--- src/hw/rtl/ssbr_pkg.sv ---
// ----------------------------------------------------------------------------
// ssbr_pkg
// Shared types, codes and lookup functions for the seven segment display,
// relay and light measurement register device.
// ----------------------------------------------------------------------------
package ssbr_pkg;

    localparam int SAMPLES_PER_MEASURE_DEF = 8;
    localparam int CFG_W  = 10;
    localparam int SUM_W  = 13;
    localparam int SMP_W  = 10;

    // Transaction kinds on the input channel.
    localparam logic [1:0] CMD_TICK = 2'd0;
    localparam logic [1:0] CMD_BUS  = 2'd1;
    localparam logic [1:0] CMD_ADC  = 2'd2;

    // Bus command codes.
    localparam logic [7:0] BUS_RELAYS  = 8'h01;
    localparam logic [7:0] BUS_DIGIT   = 8'h02;
    localparam logic [7:0] BUS_RATE    = 8'h03;
    localparam logic [7:0] BUS_INT_LO  = 8'h04;
    localparam logic [7:0] BUS_INT_HI  = 8'h05;
    localparam logic [7:0] BUS_READ    = 8'h20;

    // Read-back addresses.
    localparam logic [7:0] RD_RELAYS   = 8'd1;
    localparam logic [7:0] RD_DIGIT    = 8'd2;
    localparam logic [7:0] RD_RATE     = 8'd3;
    localparam logic [7:0] RD_INT_LO   = 8'd4;
    localparam logic [7:0] RD_INT_HI   = 8'd5;
    localparam logic [7:0] RD_LIGHT_LO = 8'd6;
    localparam logic [7:0] RD_LIGHT_HI = 8'd7;
    localparam logic [7:0] RD_UNKNOWN  = 8'hff;

    // Configuration register indexes.
    localparam logic CFG_CURRENT_ON    = 1'b0;
    localparam logic CFG_MEASURE_PERIOD = 1'b1;

    localparam logic [CFG_W-1:0] CURRENT_ON_RST    = 10'd200;
    localparam logic [CFG_W-1:0] MEASURE_PERIOD_RST = 10'd1000;

    // Integer show sequence steps.
    localparam logic [3:0] SEQ_IDLE    = 4'd0;
    localparam logic [3:0] SEQ_SAVE    = 4'd1;
    localparam logic [3:0] SEQ_THOU    = 4'd2;
    localparam logic [3:0] SEQ_GAP_1   = 4'd3;
    localparam logic [3:0] SEQ_HUND    = 4'd4;
    localparam logic [3:0] SEQ_GAP_2   = 4'd5;
    localparam logic [3:0] SEQ_TENS    = 4'd6;
    localparam logic [3:0] SEQ_GAP_3   = 4'd7;
    localparam logic [3:0] SEQ_UNITS   = 4'd8;
    localparam logic [3:0] SEQ_RESTORE = 4'd9;

    localparam logic [15:0] SHOW_LIMIT     = 16'd10000;
    localparam logic [15:0] LIGHT_UNLATCHED = 16'hffff;
    localparam logic [6:0]  SEG_ZERO       = 7'h7e;
    localparam logic [3:0]  RATE_MAX       = 4'd10;
    localparam logic [3:0]  RATE_SHOW      = 4'd1;

    typedef struct packed {
        logic [1:0]       command;
        logic [7:0]       code;
        logic [7:0]       value;
        logic [SMP_W-1:0] adc_sample;
        logic             high_current;
    } ssbr_in_t;

    typedef struct packed {
        logic [6:0] segments;
        logic [1:0] relays;
        logic       current_enable;
        logic       adc_running;
        logic       read_valid;
        logic [7:0] read_data;
    } ssbr_out_t;

    typedef enum logic [1:0] {
        SMP_IDLE,
        SMP_DISCARD,
        SMP_COLLECT
    } smp_state_t;

    typedef struct packed {
        logic start;
        logic sample;
    } smp_ctrl_t;

    typedef struct packed {
        logic busy;
        logic done;
    } smp_stat_t;

    function automatic logic [6:0] digit_pattern(input logic [3:0] d);
        logic [6:0] p;
        case (d)
            4'd0:    p = 7'h7e;
            4'd1:    p = 7'h06;
            4'd2:    p = 7'h6d;
            4'd3:    p = 7'h4f;
            4'd4:    p = 7'h17;
            4'd5:    p = 7'h5b;
            4'd6:    p = 7'h7b;
            4'd7:    p = 7'h0e;
            4'd8:    p = 7'h7f;
            4'd9:    p = 7'h5f;
            default: p = 7'h00;
        endcase
        return p;
    endfunction

    // Half period of the blink in milliseconds for a rate in Hz.
    function automatic logic [9:0] half_period(input logic [3:0] f);
        logic [9:0] h;
        case (f)
            4'd1:    h = 10'd500;
            4'd2:    h = 10'd250;
            4'd3:    h = 10'd167;
            4'd4:    h = 10'd125;
            4'd5:    h = 10'd100;
            4'd6:    h = 10'd83;
            4'd7:    h = 10'd71;
            4'd8:    h = 10'd63;
            4'd9:    h = 10'd56;
            4'd10:   h = 10'd50;
            default: h = 10'd0;
        endcase
        return h;
    endfunction

    // Leading decimal digit of v for a place value of unit, with v below ten units.
    // Nine independent compares against the multiples of the unit.
    function automatic logic [3:0] div_digit(input logic [13:0] v, input logic [13:0] unit);
        logic [3:0] cnt;
        cnt = 4'd0;
        for (int k = 1; k < 10; k++) begin
            if (int'(v) >= k * int'(unit)) begin
                cnt = cnt + 4'd1;
            end
        end
        return cnt;
    endfunction

endpackage

--- src/hw/rtl/ssbr_sampler.sv ---
// ----------------------------------------------------------------------------
// ssbr_sampler
// Light measurement sampler: drops the first conversion after a start, then
// sums a fixed number of samples with saturation and holds the result.
// ----------------------------------------------------------------------------
module ssbr_sampler #(
    parameter int SAMPLES_PER_MEASURE = ssbr_pkg::SAMPLES_PER_MEASURE_DEF
) (
    input  logic                        clk,
    input  logic                        rst_n,
    input  ssbr_pkg::smp_ctrl_t         ctrl,
    input  logic [ssbr_pkg::SMP_W-1:0]  sample,
    output ssbr_pkg::smp_stat_t         stat,
    output logic [ssbr_pkg::SUM_W-1:0]  light_value
);

    localparam int IDX_W = (SAMPLES_PER_MEASURE > 1) ? $clog2(SAMPLES_PER_MEASURE) : 1;
    localparam logic [IDX_W-1:0] IDX_LAST = IDX_W'(SAMPLES_PER_MEASURE - 1);
    localparam int SUM_W = ssbr_pkg::SUM_W;

    ssbr_pkg::smp_state_t state_reg, state_next;
    logic [IDX_W-1:0] index_reg, index_next;
    logic [SUM_W-1:0] sum_reg, sum_next;
    logic [SUM_W-1:0] light_reg, light_next;
    logic [SUM_W:0]   sum_add;
    logic [SUM_W-1:0] sum_sat;
    logic             last;

    assign sum_add = {1'b0, sum_reg} + (SUM_W + 1)'(sample);
    assign sum_sat = sum_add[SUM_W] ? {SUM_W{1'b1}} : sum_add[SUM_W-1:0];
    assign last    = (index_reg == IDX_LAST);

    always_comb
    begin
        state_next = state_reg;
        if (ctrl.start)
        begin
            state_next = ssbr_pkg::SMP_DISCARD;
        end
        else if (ctrl.sample)
        begin
            case (state_reg)
                ssbr_pkg::SMP_DISCARD: state_next = ssbr_pkg::SMP_COLLECT;
                ssbr_pkg::SMP_COLLECT:
                begin
                    if (last)
                    begin
                        state_next = ssbr_pkg::SMP_IDLE;
                    end
                end
                default: state_next = state_reg;
            endcase
        end
    end

    always_comb
    begin
        index_next = index_reg;
        sum_next   = sum_reg;
        light_next = light_reg;
        stat.busy  = (state_reg != ssbr_pkg::SMP_IDLE);
        stat.done  = 1'b0;
        if (ctrl.start)
        begin
            index_next = '0;
            sum_next   = '0;
        end
        else if (ctrl.sample)
        begin
            case (state_reg)
                ssbr_pkg::SMP_DISCARD:
                begin
                    index_next = '0;
                    sum_next   = '0;
                end
                ssbr_pkg::SMP_COLLECT:
                begin
                    sum_next = sum_sat;
                    if (last)
                    begin
                        index_next = '0;
                        light_next = sum_sat;
                        stat.done  = 1'b1;
                    end
                    else
                    begin
                        index_next = index_reg + IDX_W'(1);
                    end
                end
                default: index_next = index_reg;
            endcase
        end
    end

    always_ff @(posedge clk or negedge rst_n)
    begin
        if (!rst_n)
        begin
            state_reg <= ssbr_pkg::SMP_IDLE;
            index_reg <= '0;
            sum_reg   <= '0;
            light_reg <= '0;
        end
        else
        begin
            state_reg <= state_next;
            index_reg <= index_next;
            sum_reg   <= sum_next;
            light_reg <= light_next;
        end
    end

    assign light_value = light_reg;

endmodule

--- src/hw/rtl/seven_segment_blink_register_device_top.sv ---
// ----------------------------------------------------------------------------
// seven_segment_blink_register_device_top
// Display, relay and light measurement register device: millisecond ticks,
// two-byte bus commands and ADC conversions in, one status result out each.
// ----------------------------------------------------------------------------
// Every input transaction yields exactly one result transaction. An item is
// held in an input register and is worked from there into the result
// register, where its result is offered. A new item is taken every clock
// as long as results are taken. A waiting result does not block the input
// register, so one more item can be taken while the output stalls.
// Configuration writes are meant for when no transaction is in flight.
module seven_segment_blink_register_device_top #(
    parameter int SAMPLES_PER_MEASURE = ssbr_pkg::SAMPLES_PER_MEASURE_DEF
) (
    input  logic                        clk,
    input  logic                        rst_n,
    input  logic                        in_valid,
    output logic                        in_stall,
    input  ssbr_pkg::ssbr_in_t          in_data,
    output logic                        out_valid,
    input  logic                        out_stall,
    output ssbr_pkg::ssbr_out_t         out_data,
    input  logic                        cfg_we,
    input  logic                        cfg_index,
    input  logic [ssbr_pkg::CFG_W-1:0]  cfg_data
);

    localparam int CFG_W = ssbr_pkg::CFG_W;
    localparam int SUM_W = ssbr_pkg::SUM_W;

    // Handshake and pipeline registers
    logic                in_full_reg, in_full_next;
    ssbr_pkg::ssbr_in_t  in_item_reg;
    logic                out_full_reg, out_full_next;
    ssbr_pkg::ssbr_out_t out_item_reg, out_item_next;
    logic                in_take, advance;

    // Configuration
    logic [CFG_W-1:0] cur_on_reg, period_len_reg;

    // Display state
    logic [9:0]  blink_ticks_reg, blink_ticks_next;
    logic [9:0]  blink_reload_reg, blink_reload_next;
    logic [9:0]  saved_reload_reg, saved_reload_next;
    logic [3:0]  blink_rate_reg, blink_rate_next;
    logic [3:0]  shown_digit_reg, shown_digit_next;
    logic [3:0]  saved_digit_reg, saved_digit_next;
    logic [3:0]  seq_step_reg, seq_step_next;
    logic [13:0] shown_int_reg, shown_int_next;
    logic [15:0] pending_int_reg, pending_int_next;
    logic [9:0]  digit_rem_reg, digit_rem_next;
    logic [6:0]  seg_reg, seg_next;
    logic [1:0]  relay_reg, relay_next;

    // Measurement state
    logic [9:0]  period_ticks_reg, period_ticks_next;
    logic        current_flag_reg, current_flag_next;
    logic        adc_flag_reg, adc_flag_next;
    logic [15:0] light_latched_reg, light_latched_next;

    ssbr_pkg::smp_ctrl_t smp_ctrl;
    ssbr_pkg::smp_stat_t smp_stat;
    logic [SUM_W-1:0]    light_value;

    logic       read_valid;
    logic [7:0] read_data;
    logic       meas_start;

    assign in_stall = in_full_reg && out_full_reg && out_stall;
    assign in_take  = in_valid && !in_stall;
    assign advance  = in_full_reg && (!out_full_reg || !out_stall);

    assign in_full_next  = in_take ? 1'b1 : (advance ? 1'b0 : in_full_reg);
    assign out_full_next = advance ? 1'b1 : (out_full_reg && out_stall);

    assign smp_ctrl.start  = meas_start;
    assign smp_ctrl.sample = advance && (in_item_reg.command == ssbr_pkg::CMD_ADC);

    ssbr_sampler #(
        .SAMPLES_PER_MEASURE (SAMPLES_PER_MEASURE)
    ) u_sampler (
        .clk         (clk),
        .rst_n       (rst_n),
        .ctrl        (smp_ctrl),
        .sample      (in_item_reg.adc_sample),
        .stat        (smp_stat),
        .light_value (light_value)
    );

    always_comb
    begin
        logic [9:0]  bt_inc;
        logic [9:0]  pt_inc;
        logic [3:0]  dig;
        logic [15:0] pend_sum;

        bt_inc   = blink_ticks_reg + 10'd1;
        pt_inc   = period_ticks_reg + 10'd1;
        dig      = 4'd0;
        pend_sum = pending_int_reg + {in_item_reg.value, 8'h00};

        blink_ticks_next   = blink_ticks_reg;
        blink_reload_next  = blink_reload_reg;
        saved_reload_next  = saved_reload_reg;
        blink_rate_next    = blink_rate_reg;
        shown_digit_next   = shown_digit_reg;
        saved_digit_next   = saved_digit_reg;
        seq_step_next      = seq_step_reg;
        shown_int_next     = shown_int_reg;
        pending_int_next   = pending_int_reg;
        digit_rem_next     = digit_rem_reg;
        seg_next           = seg_reg;
        relay_next         = relay_reg;
        period_ticks_next  = period_ticks_reg;
        current_flag_next  = current_flag_reg;
        adc_flag_next      = adc_flag_reg;
        light_latched_next = light_latched_reg;
        read_valid         = 1'b0;
        read_data          = 8'h00;
        meas_start         = 1'b0;

        if (advance)
        begin
            case (in_item_reg.command)
                ssbr_pkg::CMD_TICK:
                begin
                    // Display blink and integer show sequencer
                    if (blink_reload_reg == 10'd0)
                    begin
                        blink_ticks_next = 10'd0;
                        seg_next = ssbr_pkg::digit_pattern(shown_digit_reg);
                    end
                    else if (bt_inc < blink_reload_reg)
                    begin
                        blink_ticks_next = bt_inc;
                    end
                    else
                    begin
                        blink_ticks_next = 10'd0;
                        case (seq_step_reg)
                            ssbr_pkg::SEQ_SAVE:
                            begin
                                saved_digit_next = shown_digit_reg;
                                seq_step_next    = ssbr_pkg::SEQ_THOU;
                                seg_next         = '0;
                            end
                            ssbr_pkg::SEQ_THOU:
                            begin
                                dig = ssbr_pkg::div_digit(shown_int_reg, 14'd1000);
                                digit_rem_next = 10'(int'(shown_int_reg) - int'(dig) * 1000);
                                seq_step_next    = ssbr_pkg::SEQ_GAP_1;
                                seg_next         = ssbr_pkg::digit_pattern(dig);
                                shown_digit_next = dig;
                            end
                            ssbr_pkg::SEQ_HUND:
                            begin
                                dig = ssbr_pkg::div_digit(14'(digit_rem_reg), 14'd100);
                                digit_rem_next = 10'(int'(digit_rem_reg) - int'(dig) * 100);
                                seq_step_next    = ssbr_pkg::SEQ_GAP_2;
                                seg_next         = ssbr_pkg::digit_pattern(dig);
                                shown_digit_next = dig;
                            end
                            ssbr_pkg::SEQ_TENS:
                            begin
                                dig = ssbr_pkg::div_digit(14'(digit_rem_reg), 14'd10);
                                digit_rem_next = 10'(int'(digit_rem_reg) - int'(dig) * 10);
                                seq_step_next    = ssbr_pkg::SEQ_GAP_3;
                                seg_next         = ssbr_pkg::digit_pattern(dig);
                                shown_digit_next = dig;
                            end
                            ssbr_pkg::SEQ_UNITS:
                            begin
                                dig              = digit_rem_reg[3:0];
                                seq_step_next    = ssbr_pkg::SEQ_RESTORE;
                                seg_next         = ssbr_pkg::digit_pattern(dig);
                                shown_digit_next = dig;
                            end
                            ssbr_pkg::SEQ_GAP_1,
                            ssbr_pkg::SEQ_GAP_2,
                            ssbr_pkg::SEQ_GAP_3:
                            begin
                                seq_step_next = seq_step_reg + 4'd1;
                                seg_next      = '0;
                            end
                            ssbr_pkg::SEQ_RESTORE:
                            begin
                                seq_step_next     = ssbr_pkg::SEQ_IDLE;
                                seg_next          = '0;
                                blink_reload_next = saved_reload_reg;
                                shown_digit_next  = saved_digit_reg;
                            end
                            default:
                            begin
                                if (seg_reg != 7'h00)
                                begin
                                    seg_next = '0;
                                end
                                else
                                begin
                                    seg_next = ssbr_pkg::digit_pattern(shown_digit_reg);
                                end
                            end
                        endcase
                    end

                    // Current duty cycle and measurement start
                    period_ticks_next = pt_inc;
                    if (pt_inc < cur_on_reg)
                    begin
                        current_flag_next = 1'b1;
                    end
                    else if (pt_inc == cur_on_reg)
                    begin
                        if (!in_item_reg.high_current)
                        begin
                            meas_start    = 1'b1;
                            adc_flag_next = 1'b1;
                        end
                        else
                        begin
                            current_flag_next = 1'b0;
                        end
                    end
                    else if (pt_inc >= period_len_reg)
                    begin
                        period_ticks_next = 10'd0;
                    end
                end
                ssbr_pkg::CMD_ADC:
                begin
                    if (smp_stat.done)
                    begin
                        adc_flag_next     = 1'b0;
                        current_flag_next = 1'b0;
                    end
                end
                ssbr_pkg::CMD_BUS:
                begin
                    case (in_item_reg.code)
                        ssbr_pkg::BUS_RELAYS: relay_next = in_item_reg.value[1:0];
                        ssbr_pkg::BUS_DIGIT:
                        begin
                            if (in_item_reg.value < 8'd10)
                            begin
                                seg_next = ssbr_pkg::digit_pattern(in_item_reg.value[3:0]);
                                shown_digit_next = in_item_reg.value[3:0];
                            end
                        end
                        ssbr_pkg::BUS_RATE:
                        begin
                            if (in_item_reg.value <= 8'(ssbr_pkg::RATE_MAX) &&
                                seq_step_reg == ssbr_pkg::SEQ_IDLE)
                            begin
                                blink_reload_next =
                                    ssbr_pkg::half_period(in_item_reg.value[3:0]);
                                blink_rate_next = in_item_reg.value[3:0];
                            end
                        end
                        ssbr_pkg::BUS_INT_LO: pending_int_next = 16'(in_item_reg.value);
                        ssbr_pkg::BUS_INT_HI:
                        begin
                            pending_int_next = pend_sum;
                            if (pend_sum < ssbr_pkg::SHOW_LIMIT)
                            begin
                                shown_int_next    = pend_sum[13:0];
                                saved_reload_next = blink_reload_reg;
                                blink_ticks_next  = 10'd0;
                                // A restart keeps the running 1 Hz settings.
                                if (seq_step_reg == ssbr_pkg::SEQ_IDLE)
                                begin
                                    blink_reload_next = ssbr_pkg::half_period(ssbr_pkg::RATE_SHOW);
                                    blink_rate_next   = ssbr_pkg::RATE_SHOW;
                                end
                                seq_step_next = ssbr_pkg::SEQ_SAVE;
                            end
                        end
                        ssbr_pkg::BUS_READ:
                        begin
                            read_valid = 1'b1;
                            case (in_item_reg.value)
                                ssbr_pkg::RD_RELAYS: read_data = 8'(relay_reg);
                                ssbr_pkg::RD_DIGIT:  read_data = 8'(shown_digit_reg);
                                ssbr_pkg::RD_RATE:   read_data = 8'(blink_rate_reg);
                                ssbr_pkg::RD_INT_LO: read_data = shown_int_reg[7:0];
                                ssbr_pkg::RD_INT_HI: read_data = 8'(shown_int_reg[13:8]);
                                ssbr_pkg::RD_LIGHT_LO:
                                begin
                                    // The low byte read latches the sum for a consistent pair.
                                    if (light_latched_reg == ssbr_pkg::LIGHT_UNLATCHED)
                                    begin
                                        light_latched_next = 16'(light_value);
                                        read_data = light_value[7:0];
                                    end
                                    else
                                    begin
                                        read_data = light_latched_reg[7:0];
                                    end
                                end
                                ssbr_pkg::RD_LIGHT_HI:
                                begin
                                    read_data          = light_latched_reg[15:8];
                                    light_latched_next = ssbr_pkg::LIGHT_UNLATCHED;
                                end
                                default: read_data = ssbr_pkg::RD_UNKNOWN;
                            endcase
                        end
                        default: relay_next = relay_reg;
                    endcase
                end
                default: relay_next = relay_reg;
            endcase
        end

        out_item_next.segments       = seg_next;
        out_item_next.relays         = relay_next;
        out_item_next.current_enable = current_flag_next;
        out_item_next.adc_running    = adc_flag_next;
        out_item_next.read_valid     = read_valid;
        out_item_next.read_data      = read_data;
    end

    always_ff @(posedge clk or negedge rst_n)
    begin
        if (!rst_n)
        begin
            in_full_reg       <= 1'b0;
            out_full_reg      <= 1'b0;
            cur_on_reg        <= ssbr_pkg::CURRENT_ON_RST;
            period_len_reg    <= ssbr_pkg::MEASURE_PERIOD_RST;
            blink_ticks_reg   <= '0;
            blink_reload_reg  <= '0;
            saved_reload_reg  <= '0;
            blink_rate_reg    <= '0;
            shown_digit_reg   <= '0;
            saved_digit_reg   <= '0;
            seq_step_reg      <= ssbr_pkg::SEQ_IDLE;
            shown_int_reg     <= '0;
            pending_int_reg   <= '0;
            seg_reg           <= ssbr_pkg::SEG_ZERO;
            relay_reg         <= '0;
            period_ticks_reg  <= '0;
            current_flag_reg  <= 1'b0;
            adc_flag_reg      <= 1'b0;
            light_latched_reg <= ssbr_pkg::LIGHT_UNLATCHED;
        end
        else
        begin
            in_full_reg       <= in_full_next;
            out_full_reg      <= out_full_next;
            blink_ticks_reg   <= blink_ticks_next;
            blink_reload_reg  <= blink_reload_next;
            saved_reload_reg  <= saved_reload_next;
            blink_rate_reg    <= blink_rate_next;
            shown_digit_reg   <= shown_digit_next;
            saved_digit_reg   <= saved_digit_next;
            seq_step_reg      <= seq_step_next;
            shown_int_reg     <= shown_int_next;
            pending_int_reg   <= pending_int_next;
            seg_reg           <= seg_next;
            relay_reg         <= relay_next;
            period_ticks_reg  <= period_ticks_next;
            current_flag_reg  <= current_flag_next;
            adc_flag_reg      <= adc_flag_next;
            light_latched_reg <= light_latched_next;
            if (cfg_we)
            begin
                case (cfg_index)
                    ssbr_pkg::CFG_CURRENT_ON:     cur_on_reg     <= cfg_data;
                    ssbr_pkg::CFG_MEASURE_PERIOD: period_len_reg <= cfg_data;
                    default:                      cur_on_reg     <= cur_on_reg;
                endcase
            end
        end
    end

    always_ff @(posedge clk)
    begin
        if (in_take)
        begin
            in_item_reg <= in_data;
        end
        if (advance)
        begin
            out_item_reg   <= out_item_next;
            digit_rem_reg  <= digit_rem_next;
        end
    end

    assign out_valid = out_full_reg;
    assign out_data  = out_item_reg;

    // The running flag follows the sampler exactly: set at start, cleared at done.
    assert property (@(posedge clk) disable iff (!rst_n)
        adc_flag_reg == smp_stat.busy)
        else $error("adc_running out of step with the sampler");

    assert property (@(posedge clk) disable iff (!rst_n)
        seq_step_reg <= ssbr_pkg::SEQ_RESTORE)
        else $error("show sequencer left its step range");

    assert property (@(posedge clk) disable iff (!rst_n)
        16'(shown_int_reg) < ssbr_pkg::SHOW_LIMIT && shown_digit_reg < 4'd10)
        else $error("shown integer or digit out of range");

    assert property (@(posedge clk) disable iff (!rst_n)
        $rose(out_full_reg) |-> $past(in_full_reg))
        else $error("result produced without a held input item");

endmodule
--- config.mk ---
export PLATFORM = sky130hd
export DESIGN_NAME = seven_segment_blink_register_device_top
export DESIGN_NICKNAME = d
export VERILOG_FILES = /design/src/hw/rtl/ssbr_pkg.sv /design/src/hw/rtl/ssbr_sampler.sv /design/src/hw/rtl/seven_segment_blink_register_device_top.sv
export SDC_FILE = /design/constraint.sdc
export NUM_CORES = 1
export LEC_CHECK = 0
export ABC_AREA = 1
export BUFFER_PORTS_ARGS = -buffer_cell sky130_fd_sc_hd__buf_2
export CAP_MARGIN = 20
export CORE_ASPECT_RATIO = 0.7
export CORE_MARGIN = 3
export CORE_UTILIZATION = 30
export CTS_CLUSTER_DIAMETER = 200
export DETAILED_ROUTE_END_ITERATION = 10
export PLACE_DENSITY_LB_ADDON = 0.15
export SETUP_SLACK_MARGIN = 0.05
export SYNTH_ARGS = -nofsm -noshare
export SYNTH_HDL_FRONTEND = slang
export SYNTH_SLANG_ARGS = --single-unit
--- constraint.sdc ---
create_clock -name clk -period 9.8 [get_ports clk]
set_input_delay 0.49 -clock clk [delete_from_list [all_inputs] [get_ports clk]]
set_output_delay 0.49 -clock clk [all_outputs]
set_load 0.1 [all_outputs]
* After elaboration in Yosys (flattened, before gate mapping)
Memories as Yosys holds them, arrays and structs flattened. A register that Yosys moved wholly into a read port is not among the register bits.
Index checks and enable logic that the tools add are counted.
** Storage, ports and cells
- Register bits after elaboration :: 225
- Bits in latches :: 0
- RAM bits :: 0
- ROM bits :: 928
- Input bits :: 45
- Output and inout port bits :: 22
- Memories kept :: 8
** Memory list
- (no name shown) :: depth 16, width 9, rd ports 1, clocked after Yosys merged registers in 1, write ports 0, RTL line ssbr_pkg.sv:115 : case (f)
- (no name shown) :: depth 16, width 7, rd ports 1, clocked after Yosys merged registers in 0, write ports 0, RTL line ssbr_pkg.sv:96 : case (d)
- (no name shown) :: depth 16, width 7, rd ports 1, clocked after Yosys merged registers in 0, write ports 0, RTL line ssbr_pkg.sv:96
- (no name shown) :: depth 16, width 7, rd ports 1, clocked after Yosys merged registers in 0, write ports 0, RTL line ssbr_pkg.sv:96
- (no name shown) :: depth 16, width 7, rd ports 1, clocked after Yosys merged registers in 0, write ports 0, RTL line ssbr_pkg.sv:96
- (no name shown) :: depth 16, width 7, rd ports 1, clocked after Yosys merged registers in 1, write ports 0, RTL line ssbr_pkg.sv:96
- 2 more memories
** Cells by class
- Add/subtract/negate cells :: 33
- Multipliers :: 3
- Div/mod/pow operators :: 0
- Order comparisons :: 33
- Equality and inequality tests :: 47
- Shift operators :: 0
- Muxes and demuxes :: 251
- Bitwise operators :: 4
- Reduce and logical (&&, ||, !) cells :: 42
** Operators with widths (count)
- 4-bit two-way mux :: 173
- 10-bit two-way mux :: 13
- 4-bit by 1-bit adder with 4-bit output, second input constant :: 25
- 16-bit case mux with 2 select lines :: 2
- 10-bit case mux with 2 select lines :: 3
- 14-bit by 13-bit >= comparator with 1-bit output, second input constant :: 4
- 8-bit case mux with 7 select lines :: 1
- 8-bit by 3-bit == test with 1-bit output, second input constant :: 6
- 7-bit two-way mux :: 6
- 10-bit >= comparator, second input constant :: 4
- 10-bit by 7-bit >= comparator with 1-bit output, second input constant :: 4
- 13-bit two-way mux :: 3
- 7-bit case mux with 5 select lines :: 1
- 8-bit by 2-bit == test with 1-bit output, second input constant :: 4
- 10-bit by 6-bit >= comparator with 1-bit output, second input constant :: 3
- 10-bit by 9-bit >= comparator with 1-bit output, second input constant :: 3
- 10-bit case mux with 3 select lines :: 1
- 14-bit by 12-bit >= comparator with 1-bit output, second input constant :: 2
- 4-bit case mux with 7 select lines :: 1
- 1-bit two-way mux :: 26
- 13-bit case mux with 2 select lines :: 1
- 4-bit case mux with 2 select lines :: 3
- 10-bit by 1-bit adder with 10-bit output, second input constant :: 2
- 10-bit by 5-bit >= comparator with 1-bit output, second input constant :: 2
- 64 further kinds :: 120

* Depth between registers and ports, before layout
Gate-level depths: netlist of run 1.
An unclocked memory read counts as a cell.
- Word-level depth :: 69
- Gate-level depth with buffers :: 48
- Mapped depth without buffers :: 48

* By module
A second synthesis of run 1 with hierarchy kept.
** Second synthesis, totals
- Cells, all modules :: 2416
- Area, all modules :: 17934.7 um2
** By module, submodules not included
- seven_segment_blink_register_device_top :: times used 1, cells each 2110, area an instance 15752.6 um2, seq. area each 5596.6 um2
- ssbr_sampler :: times used 1, cells each 306, area an instance 2182.1 um2, seq. area each 775.7 um2

* Least setup slack after synthesis of run 1
OpenSTA, ideal clock, no wires.
- Path type :: register -> register
- Start point :: register shown_int_reg[13]
- End point :: register digit_rem_reg[9], data pin
- Library setup time :: 272 ps
- Arrival :: 7734 ps
- Required time :: 9528 ps
- Setup slack :: 1794 ps
- Stages on the path, launching flop included :: 43
- Path buffers :: 0
- Clock period less this slack :: 8006 ps
- Cell sequence :: dfrtp_1 nor2_2 nand2_1 a31oi_1 ha_1 inv_1 nand2_1 nand2_1 inv_1 ha_1 nand2_1 and2_1 inv_1 ha_1 or2_1 nand2_1 inv_1 ha_1 [... 7 more ...] o21ai_0 inv_1 ha_1 inv_1 o21ai_0 inv_1 fa_1 inv_1 fa_1 ha_1 xnor2_1 ha_1 inv_1 o21ba_2 xnor2_1 inv_1 nor2_1 o221ai_1
** On the way
- Cells in the longest elaborated chain, start to end :: 66
- Elaborated cells between the ends (all ways) :: 74
** Ends and longest elaborated chain
- start, declared :: RTL line seven_segment_blink_register_device_top.sv:49 : logic [13:0] shown_int_reg, shown_int_next;
- start signal, assigned :: RTL line seven_segment_blink_register_device_top.sv:357 : shown_int_reg <= shown_int_next;
- 14-bit by 10-bit >= comparator with 1-bit output :: RTL line ssbr_pkg.sv:137 : if (int'(v) >= k * int'(unit)) begin
- 1-bit two-way mux :: RTL line ssbr_pkg.sv:137
- 4-bit two-way mux :: RTL line seven_segment_blink_register_device_top.sv:140 : case (seq_step_reg)
- 4-bit two-way mux :: RTL line seven_segment_blink_register_device_top.sv:133 : else if (bt_inc < blink_reload_reg)
- 4-bit two-way mux :: RTL line seven_segment_blink_register_device_top.sv:128 : if (blink_reload_reg == 10'd0)
- 4-bit two-way mux :: RTL line seven_segment_blink_register_device_top.sv:124 : case (in_item_reg.command)
- 4-bit two-way mux :: RTL line seven_segment_blink_register_device_top.sv:122 : if (advance)
- 4-bit by 1-bit adder with 4-bit output :: RTL line ssbr_pkg.sv:138 : cnt = cnt + 4'd1;
- [... 50 more ...]
- 4-bit two-way mux (*) :: RTL line seven_segment_blink_register_device_top.sv:140
- 4-bit two-way mux (*) :: RTL line seven_segment_blink_register_device_top.sv:133
- 4-bit two-way mux (*) :: RTL line seven_segment_blink_register_device_top.sv:128
- 4-bit two-way mux (*) :: RTL line seven_segment_blink_register_device_top.sv:124
- 4-bit two-way mux (*) :: RTL line seven_segment_blink_register_device_top.sv:122
- 4-bit by 7-bit multiplier with 7-bit output (*) :: RTL line seven_segment_blink_register_device_top.sv:150 : digit_rem_next = 10'(int'(shown_int_reg) - int'(dig) * 1000);
- 10-bit subtractor (*) :: RTL line seven_segment_blink_register_device_top.sv:150
- 10-bit case mux with 3 select lines (*) :: RTL line seven_segment_blink_register_device_top.sv:140
- end signal, assigned :: RTL line seven_segment_blink_register_device_top.sv:385 : digit_rem_reg <= digit_rem_next;
- end, declared :: RTL line seven_segment_blink_register_device_top.sv:51 : logic [9:0] digit_rem_reg, digit_rem_next;
Mark *: on every way between the ends. The rest lies on a longest branch, timed or not. The select of a mux whose other input is x is not followed.
A chain may end at the register's enable or synchronous reset.

* Worst setup path in the final report of run 1
Same ends and word-level chain as after synthesis.

==> run_results.csv, run 1 <==
group,metric,value,unit
status,outcome,"complete, no violations",
yosys,synthArstFlopShare,66.7,%
finish,fin_cells,3222,
global_route,grt_max_degree,69,
critical_path,arrival,8690,ps
floorplan,die_area,61900,sq um
global_route,track_usage,16.3,%
placement,io_buffers,66,
finish,syn_to_final_growth,12.7,%
yosys,synthXorXnorAreaFrac,1.73,%
floorplan,coreArea,57500,sq um
floorplan,die_w,296,microns
placement,placed_area,18900,sq um
routing,postRouteWirelength,50500,microns
critical_path,critPathMaxFanout,8,
finish,layout-drive-gt1-share,10.9,%
power,p_total,4040,uW
floorplan,start_util,30.7,%
global_route,antenna_found_initial,0,
clocking,cts_tree,"built",
timing,fin_setup_tns,0,ps
timing,tightest_slew,944,ps
routing,antenna_left,0,
timing,slew_violations,0,
clocking,worstSkewPairLatency,600,ps
timing,relSlewSlack,37.1,%
yosys,synth_area,17700,sq um
clocking,cts_num_sinks,246,
yosys,synth_cells,2367,
clocking,clk_pin_slew,60,ps
worst_hold_path,hold_class,"primary input to flop",
timing,max_clock_freq,0.119,GHz
yosys,synth_compound_area_share,14.2,%
yosys,synth_top_family_by_area,"simple AND/OR/NAND/NOR gates",
routing,routed-via-count,15529,
global_route,grt-ovfl-total,0,
finish,final_area,19900,sq um
placement,gp_congestion,0.875,
finish,final_core_util,34.6,%
timing,rsz0062_at_grt,"false",
yosys,synth_mux_area_share,0.382,%
timing,min_period_over_period,85.4,%
flow_run,maxCapViolCount,0,
power,powerDensity,203,nW/um^2
floorplan,die_h,209,microns
finish,largest_reg_flops,29,
yosys,synth_simple_gate_area_share,26.3,%
clocking,cts_resized,0,
placement,dp_hpwl,39400,microns
yosys,synth_ff_type,"dfrtp_1",
timing,fin_skew,17.3,ps
yosys,synth-adder-area-share,11.9,%
routing,vias_per_cell,4.82,
yosys,synth.yosys.seq_area_share,36.1,%
routing,drtIter0Drc,1117,
routing,drc_errors,0,
timing,finalHoldViolCount,0,
yosys,yosysWarnings,0,
global_route,grt_pass1_vias,15035,
power,max-vdd-ir-drop,0.000121,V
yosys,synthDistinctLibCells,63,
critical_path,critPathLaunchType,"flop",
placement,post-place-cells,3164,
timing,setup_violations,0,
timing,fin_crit,8370,ps
global_route,grt_pass1_wl,82100,microns
critical_path,required,10120,ps
yosys,synth_edf_count,59,
clocking,h-tree-depth,1,
finish,antenna_cells,0,
routing,drt-pass1-iter-count,6,
power,p_leak,0.0102,uW
critical_path,crit_top_cell,"inv_1",
critical_path,criticalPathCategory,"flop to flop",
clocking,numCtsBuffers,30,
clocking,clockRootBuffer,"clkbuf_16",
yosys,ys_ff_latch,246,
floorplan,num_rows,73,
yosys,avgSynthCellArea,7.46,sq um
floorplan,ioPinCount,67,
critical_path,critPathMaxStageDelay,590,ps
finish,final_nets,2655,
clocking,clockBufferDepth,3,
routing,routedWlPerCell,15.7,microns
yosys,syn_nets,2574,
critical_path,cpMaxStageDelayCell,"fa_1",
critical_path,cp-end-kind,"flop",
per-layer routing:
layer,wire [microns],share of wire (%),track usage (%)
met5,0,0,0
met4,922,1.8,3.00
met3,2220,4.4,2.17
met2,20500,41,24.0
met1,26800,53,25.5
worst max-delay path: cells and delay by family, from the launching register on:
kind	cells	cell delay (ps)
adders and majority gates	11	3620
DFF	1	470
buffers and inverters	12	970
xor gates and xnor gates	2	440
and+or+nand+nor	13	1670
AOI/OAI and AO/OA	5	930
area by class of cell:
cell class                 instances  area (sq um)
fill                            6116         37600
multi-input combinational       1682          9640
sequential                       246          6370
inverter                         410          1540
tap                              750           938
clock buffer                      42           847
timing repair buffer              78           429
clock inverter                    14           141
timing repair:
action,in CTS,in global routing
hold buffers,1,0
hold endpoints to repair,29,0
buffers inserted,0,0
synthesized netlist by cell type, types with 9 or more instances:
cell type | instances | area, sq um
dfrtp_1 | 135 | 3380
or2_2 | 18 | 113
o21ai_1 | 10 | 50.1
nand3_2 | 13 | 130
nand3_1 | 148 | 741
nor2_1 | 188 | 706
nor2_2 | 10 | 62.6
o22ai_1 | 28 | 175
fa_1 | 11 | 220
o21a_1 | 11 | 82.6
nand2_1 | 570 | 2140
nand2_4 | 9 | 101
o21ai_0 | 182 | 911
inv_2 | 16 | 60.1
dfxtp_1 | 23 | 460
a31oi_1 | 14 | 87.6
inv_1 | 389 | 1460
o221ai_1 | 12 | 105
xnor2_1 | 12 | 105
dfstp_2 | 29 | 762
ha_1 | 151 | 1890
nand2_2 | 34 | 213
o211ai_1 | 19 | 143
nor3_1 | 14 | 70.1
xor2_1 | 23 | 201
edfxtp_1 | 59 | 1770
clkbuf_1 | 24 | 90.1
nand4_1 | 19 | 119
a21oi_1 | 87 | 435
o22a_1 | 9 | 78.8
power breakdown:
part | leakage (uW) | switching [uW] | internal, uW
Sequential | 0.00279 | 103 | 1220
Combinational | 0.00689 | 1080 | 511
Clock | 0.000487 | 469 | 655
Total | 0.0102 | 1650 | 2390
cell usage in the layout (no fill, tap or decap), types with 34 or more instances in the layout:
| master | instances |
|---|---|
| edfxtp_1 | 59 |
| inv_1 | 389 |
| a21oi_1 | 87 |
| nand3_1 | 148 |
| buf_2 | 65 |
| ha_1 | 151 |
| nor2_1 | 188 |
| dfrtp_1 | 135 |
| o21ai_0 | 182 |
| nand2_1 | 570 |
| nand2_2 | 34 |
through the flow:
step	hold slack (ps)	setup WS [ps]
floorplan	194	1790
global placement	459	1600
CTS	32.4	1490
global route	43.4	728
finish	65.7	1430
detailed placement	460	1550
cell families after synthesis:
logic type | count (synthesis)
simple gates | 1054
buf+inv | 439
compound gates | 425
flops | 246
fa+ha+maj | 162
xor+xnor | 35
mux | 6
final timing paths:
kind,start,to,depth (start not counted),slack (ps)
setup / recovery,shown_int_reg[13]$_DFFE_PN0P_,digit_rem_reg[9]$_DFFE_PP_,43,1430
max in group asynchronous,rst_n,u_sampler.sum_reg[0]$_DFFE_PN0P_,4,7390
hold reg to reg,light_latched_reg[2]$_DFFE_PN1P_,light_latched_reg[2]$_DFFE_PN1P_,2,470
hold / removal,in_data[25],in_item_reg[25]$_DFFE_PP_,1,70
min in group asynchronous,rst_n,seg_reg[0]$_DFF_PN0_,2,410
setup reg to reg,shown_int_reg[13]$_DFFE_PN0P_,digit_rem_reg[9]$_DFFE_PP_,43,1430
No activity file was read; power rests on OpenSTA's default activity.
==> run 2: changes to the inputs <==
Settings changed: CORE_MARGIN 3 to 1, PLACE_DENSITY_LB_ADDON 0.15 to default.
==> run 2 against run 1 <==
Against the previous run:
- critical path depth shrank 1
- sequential share of layout area is essentially flat
- design area barely moved
- non-clock buffer count stayed put
- worst setup slack got worse by 540 ps
- die area decreased by 3.2%
- clock skew shrank 4.6 ps
- largest power group unchanged
==> run_results.csv, run 2 (same netlist as run 1, synthesis figures left out) <==
group,metric,value,unit
clocking,cts_num_sinks,246,
clocking,clockBufferDepth,3,
timing,fin_crit,8910,ps
routing,drt-pass1-iter-count,6,
routing,antenna_left,0,
finish,final_nets,2654,
placement,gp_congestion,0.884,
placement,dp_hpwl,35400,microns
timing,fin_skew,12.7,ps
routing,postRouteWirelength,45400,microns
worst_hold_path,min_from,"in_data[6]",
timing,relSlewSlack,37.3,%
finish,multi_input_area,9640,sq um
finish,layout-drive-gt1-share,10.9,%
routing,route.met2.wl,17600,microns
global_route,grt-ovfl-total,0,
global_route,antenna_found_initial,0,
floorplan,num_rows,74,
worst_hold_path,whs_path_depth,1,
routing,drc_errors,0,
routing,vias_per_cell,4.69,
critical_path,r2r_slack,890,ps
worst_hold_path,hold_path_end,"in_item_reg[6]$_DFFE_PP_",
clocking,cts_setup_buffers,0,
timing,min_period_over_period,90.9,%
critical_path,cpMaxStageDelayCell,"o21ai_0",
power,p_leak,0.0102,uW
finish,syn_to_final_growth,12.7,%
clocking,clk_pin_slew,70,ps
critical_path,critPathMaxFanout,8,
finish,mostFrequentLayoutCells,"nand2_1 (570), inv_1 (389), nor2_1 (188)",
timing,setup_violations,0,
timing,max_clock_freq,0.112,GHz
worst_hold_path,hold_class,"primary input to flop",
floorplan,die_h,205,microns
clocking,cts_tree,"built",
critical_path,cp-end-kind,"flop",
power,max-vdd-ir-drop,0.000132,V
clocking,worstSkewPairLatency,590,ps
clocking,numCtsBuffers,29,
routing,highest_layer,"met4",
power,powerDensity,201,nW/um^2
timing,slew_violations,0,
floorplan,die_w,292,microns
timing,tightest_slew,931,ps
flow_run,maxCapViolCount,0,
critical_path,r2r_start,"shown_int_reg[13]$_DFFE_PN0P_",
clocking,h-tree-depth,1,
global_route,grt_max_degree,62,
timing,rsz0062_at_grt,"false",
critical_path,crit_top_cell,"inv_1",
critical_path,criticalPathCategory,"flop to flop",
routing,drtIter0Drc,1133,
finish,final_common_cell,"nand2_1",
critical_path,required,10120,ps
finish,antenna_cells,0,
timing,fin_setup_tns,0,ps
finish,seqCellArea,6370,sq um
critical_path,arrival,9230,ps
timing,finalHoldViolCount,0,
status,outcome,"complete, no violations",
global_route,track_usage,15.2,%
critical_path,critPathMaxStageDelay,730,ps
critical_path,r2r.worst_path.cells,42,
floorplan,start_util,30.3,%
floorplan,die_area,59900,sq um
power,p_total,4010,uW
placement,io_buffers,66,
floorplan,ioPinCount,67,
critical_path,r2r-end,"digit_rem_reg[9]$_DFFE_PP_",
finish,num-fill-cells,6074,
global_route,grt_pass1_vias,14118,
routing,wl_met1,23800,microns
critical_path,critPathLaunchType,"flop",
finish,largest_reg_flops,29,
clocking,cts_resized,0,
floorplan,coreArea,58200,sq um
clocking,clockRootBuffer,"clkbuf_16",
global_route,grt_pass1_wl,74600,microns
routing,wl_met3,3200,microns
routing,routedWlPerCell,14.1,microns
routing,routed-via-count,15136,
-- run 2: cell type report --
cell class / instances / area share (%)
multi-input cells: 1682 / 48.4
flip-flops and latches: 246 / 32.0
inverters: 410 / 7.74
well taps: 760 / 4.78
clock buffers: 40 / 4.05
repair buffers: 78 / 2.16
clock inverters: 14 / 0.855
-- run 2: what timing repair did --
action                                 in CTS  in global routing
endpoints found under the hold margin      42                  0
hold buffers                                1                  0
setup endpoints to repair                   0                  0
-- run 2: power by group --
part / leakage (uW) / switching, uW / internal, uW / total [uW]
combinational: 0.00688 / 1060 / 512 / 1570
sequential: 0.00279 / 104 / 1220 / 1320
clock: 0.000474 / 457 / 657 / 1110
total: 0.0102 / 1620 / 2390 / 4010
-- run 2: per-stage QoR --
step                utilization [%]  hold slack, ps  worst slack, ps  cell area, sq um  instances
finish                         34.2            85.3              887             19900       3230
floorplan                         -             194             1790             17700       2367
CTS                            34.2            59.3              876             19900       3229
global placement               32.5             457             1090             18900       3174
detailed placement             32.5             462              887             18900       3174
global route                   34.2            62.3              181             19900       3230
-- run 2: worst max-delay path, delay by kind of cell, from the launching register on --
| family | cells | cell delay (ps) |
|---|---|---|
| AO/OA/AOI/OAI | 5 | 1560 |
| XOR/XNOR | 2 | 320 |
| adder cells (fa/ha/maj) | 11 | 3640 |
| AND/OR/NAND/NOR | 13 | 1710 |
| flip-flops | 1 | 460 |
| buffers and inverters | 11 | 980 |
-- run 2: layer usage --
layer  up-vias  GRT usage [%]
met4         0           3.16
met5         -              0
met1      6786           23.2
met3        50           3.16
li1       7929              -
met2       371           21.8
-- run 2: worst max path at each step --
stage                                  start                    endpoint
2_1_floorplan  shown_int_reg[13]$_DFFE_PN0P_  digit_rem_reg[9]$_DFFE_PP_
3_3_place_gp   shown_int_reg[13]$_DFFE_PN0P_  digit_rem_reg[9]$_DFFE_PP_
3_5_place_dp   shown_int_reg[13]$_DFFE_PN0P_  digit_rem_reg[9]$_DFFE_PP_
4_1_cts        shown_int_reg[13]$_DFFE_PN0P_  digit_rem_reg[9]$_DFFE_PP_
5_1_grt         shown_int_reg[9]$_DFFE_PN0P_  digit_rem_reg[9]$_DFFE_PP_
6_report       shown_int_reg[13]$_DFFE_PN0P_  digit_rem_reg[9]$_DFFE_PP_
==> run 3: changes to the inputs <==
Settings changed: BUFFER_PORTS_ARGS -buffer_cell sky130_fd_sc_hd__buf_2 to default, DONT_BUFFER_PORTS from default to 1.
==> run 3 against run 2 <==
Against the previous run:
- first-iteration DRC count rose by 18%
- clock-buffer cell count grew 1
- via count did not move
- combinational power down 6%
- maximum frequency grew 0.22%
- design area is 0.25% lower
- global-route usage is 0.13 points higher
- critical path depth shrank 1
- sequential share of layout area grew 0.081 points
- core utilization decreased by 0.086 points
- worst setup slack gained 20 ps
- largest power group unchanged
==> run_results.csv, run 3 (same netlist as run 1, synthesis figures left out) <==
group,metric,value,unit
floorplan,num_rows,74,
flow_run,maxCapViolCount,0,
timing,finalHoldViolCount,0,
timing,min_period_over_period,90.7,%
critical_path,cpMaxStageDelayCell,"o21ai_0",
power,p_sw,1630,uW
finish,largest_reg_flops,29,
critical_path,criticalPathCategory,"flop to flop",
critical_path,r2r.worst_path.cells,41,
clocking,clockBufferDepth,3,
timing,slew_violations,0,
timing,setup_violations,0,
timing,fin_crit,8890,ps
finish,num-fill-cells,6046,
routing,antenna_left,0,
clocking,h-tree-depth,1,
power,powerDensity,202,nW/um^2
status,outcome,"complete, no violations",
power,max-vdd-ir-drop,0.000161,V
clocking,cts_resized,0,
clocking,clockRootBuffer,"clkbuf_16",
critical_path,required,10120,ps
finish,layout-drive-gt1-share,8.40,%
clocking,clk_pin_slew,60,ps
finish,final_core_util,34.1,%
critical_path,cp_num_cells,41,
critical_path,critPathLaunchType,"flop",
clocking,cts_setup_buffers,0,
routing,drc_errors,0,
routing,routedWlPerCell,14.4,microns
floorplan,die_w,292,microns
timing,tightest_slew,1100,ps
global_route,grt-ovfl-total,0,
worst_hold_path,whs_path_depth,2,
power,p_clk_share,27.8,%
timing,max_clock_freq,0.112,GHz
placement,io_buffers,0,
power,switching_share,40.7,%
finish,syn_to_final_growth,12.4,%
critical_path,cp_top_family,"adder cells",
routing,vias_per_cell,4.75,
global_route,grt_pass1_wl,75400,microns
routing,drt-pass1-iter-count,5,
global_route,grt_pass1_vias,13995,
timing,fin_setup_tns,0,ps
global_route,grt_max_degree,165,
routing,drtIter0Drc,1337,
critical_path,cp-end-kind,"flop",
floorplan,die_h,205,microns
finish,final_common_cell,"nand2_1",
finish,mostFrequentLayoutCells,"nand2_1 (570), inv_1 (389), nor2_1 (187)",
power,p_total,4000,uW
timing,rsz0062_at_grt,"false",
clocking,cts_tree,"built",
clocking,numCtsBuffers,29,
critical_path,path_buf_inv,10,
power,internal-power,2370,uW
global_route,track_usage,15.4,%
finish,final_nets,2613,
finish,antenna_cells,0,
power,comb_power_share,36.8,%
power,p_leak,0.0100,uW
critical_path,critPathMaxStageDelay,740,ps
floorplan,start_util,30.3,%
placement,gp_congestion,0.885,
clocking,cts_num_sinks,246,
clocking,worstSkewPairLatency,590,ps
critical_path,crit_top_cell,"inv_1",
floorplan,die_area,59900,sq um
floorplan,coreArea,58200,sq um
routing,routed-via-count,15136,
routing,postRouteWirelength,45900,microns
timing,relSlewSlack,26.6,%
power,power_frac_seq,35.3,%
floorplan,ioPinCount,67,
global_route,antenna_found_initial,0,
timing,worst_hold_slack,28.5,ps
critical_path,arrival,9210,ps
placement,dp_hpwl,34800,microns
timing,fin_skew,7.96,ps
critical_path,critPathMaxFanout,8,
worst_hold_path,hold_class,"primary input to flop",
-- run 3: layout make-up --
class,count,area [sq um],share of cell area (%)
multi-input combinational,1682,9640,48.5
sequential,246,6370,32.1
inverter,410,1540,7.76
tap,760,951,4.79
clock buffer,41,873,4.40
timing repair buffer,37,370,1.87
clock inverter,12,110,0.555
-- run 3: path summary, 6_finish.rpt --
kind / startpoint / endpoint / slack [ps]
max: shown_int_reg[13]$_DFFE_PN0P_ / digit_rem_reg[9]$_DFFE_PP_ / 910
min: cfg_data[3] / period_len_reg[3]$_DFFE_PN1P_ / 30
max reg2reg: shown_int_reg[13]$_DFFE_PN0P_ / digit_rem_reg[9]$_DFFE_PP_ / 910
min reg2reg: light_latched_reg[0]$_DFFE_PN1P_ / light_latched_reg[0]$_DFFE_PN1P_ / 480
max in group asynchronous: rst_n / period_ticks_reg[0]$_DFFE_PN0P_ / 8530
min in group asynchronous: rst_n / saved_reload_reg[6]$_DFFE_PN0P_ / 560
-- run 3: per-layer routing --
layer  up-vias  track usage (%)  wire (microns)  part of all wire, %
met3        53             2.93            3040                  6.6
met1      6896             23.7           23700                   52
met2       353             21.8           18200                   40
met4         0             3.18             919                  2.0
met5         -                0               0                    0
li1       7834                -               -                    -
-- run 3: through the flow --
| stage | std cells | setup slack, ps | instance area, sq um |
|---|---|---|---|
| floorplan | 2367 | 1790 | 17700 |
| global placement | 3103 | 1130 | 18500 |
| detailed placement | 3103 | 946 | 18500 |
| CTS | 3187 | 886 | 19900 |
| global route | 3188 | 197 | 19900 |
| finish | 3188 | 907 | 19900 |
-- run 3: what timing repair did --
| action | 4_1_cts | 5_1_grt |
|---|---|---|
| hold buffers | 31 | 0 |
| setup endpoints to repair | 0 | 0 |
| endpoints found under the hold margin | 193 | 0 |
-- run 3: worst reg2reg max path, delay by kind of cell (launching register included) --
family	cells	cell delay [ps]
AND/OR/NAND/NOR	12	1560
buffers and inverters	10	900
adder cells (fa/ha/maj)	11	3650
AO/OA/AOI/OAI	6	1780
flip-flops	1	450
XOR/XNOR	2	280
-- run 3: power groups by stage --
stage	combinational, uW	clock [uW]	sequential [uW]
6_report	1480	1110	1420
3_5_place_dp	1420	0	1430
3_3_place_gp	1420	0	1430
5_1_grt	1700	1180	1430
2_1_floorplan	1090	0	1390
4_1_cts	1460	1140	1410
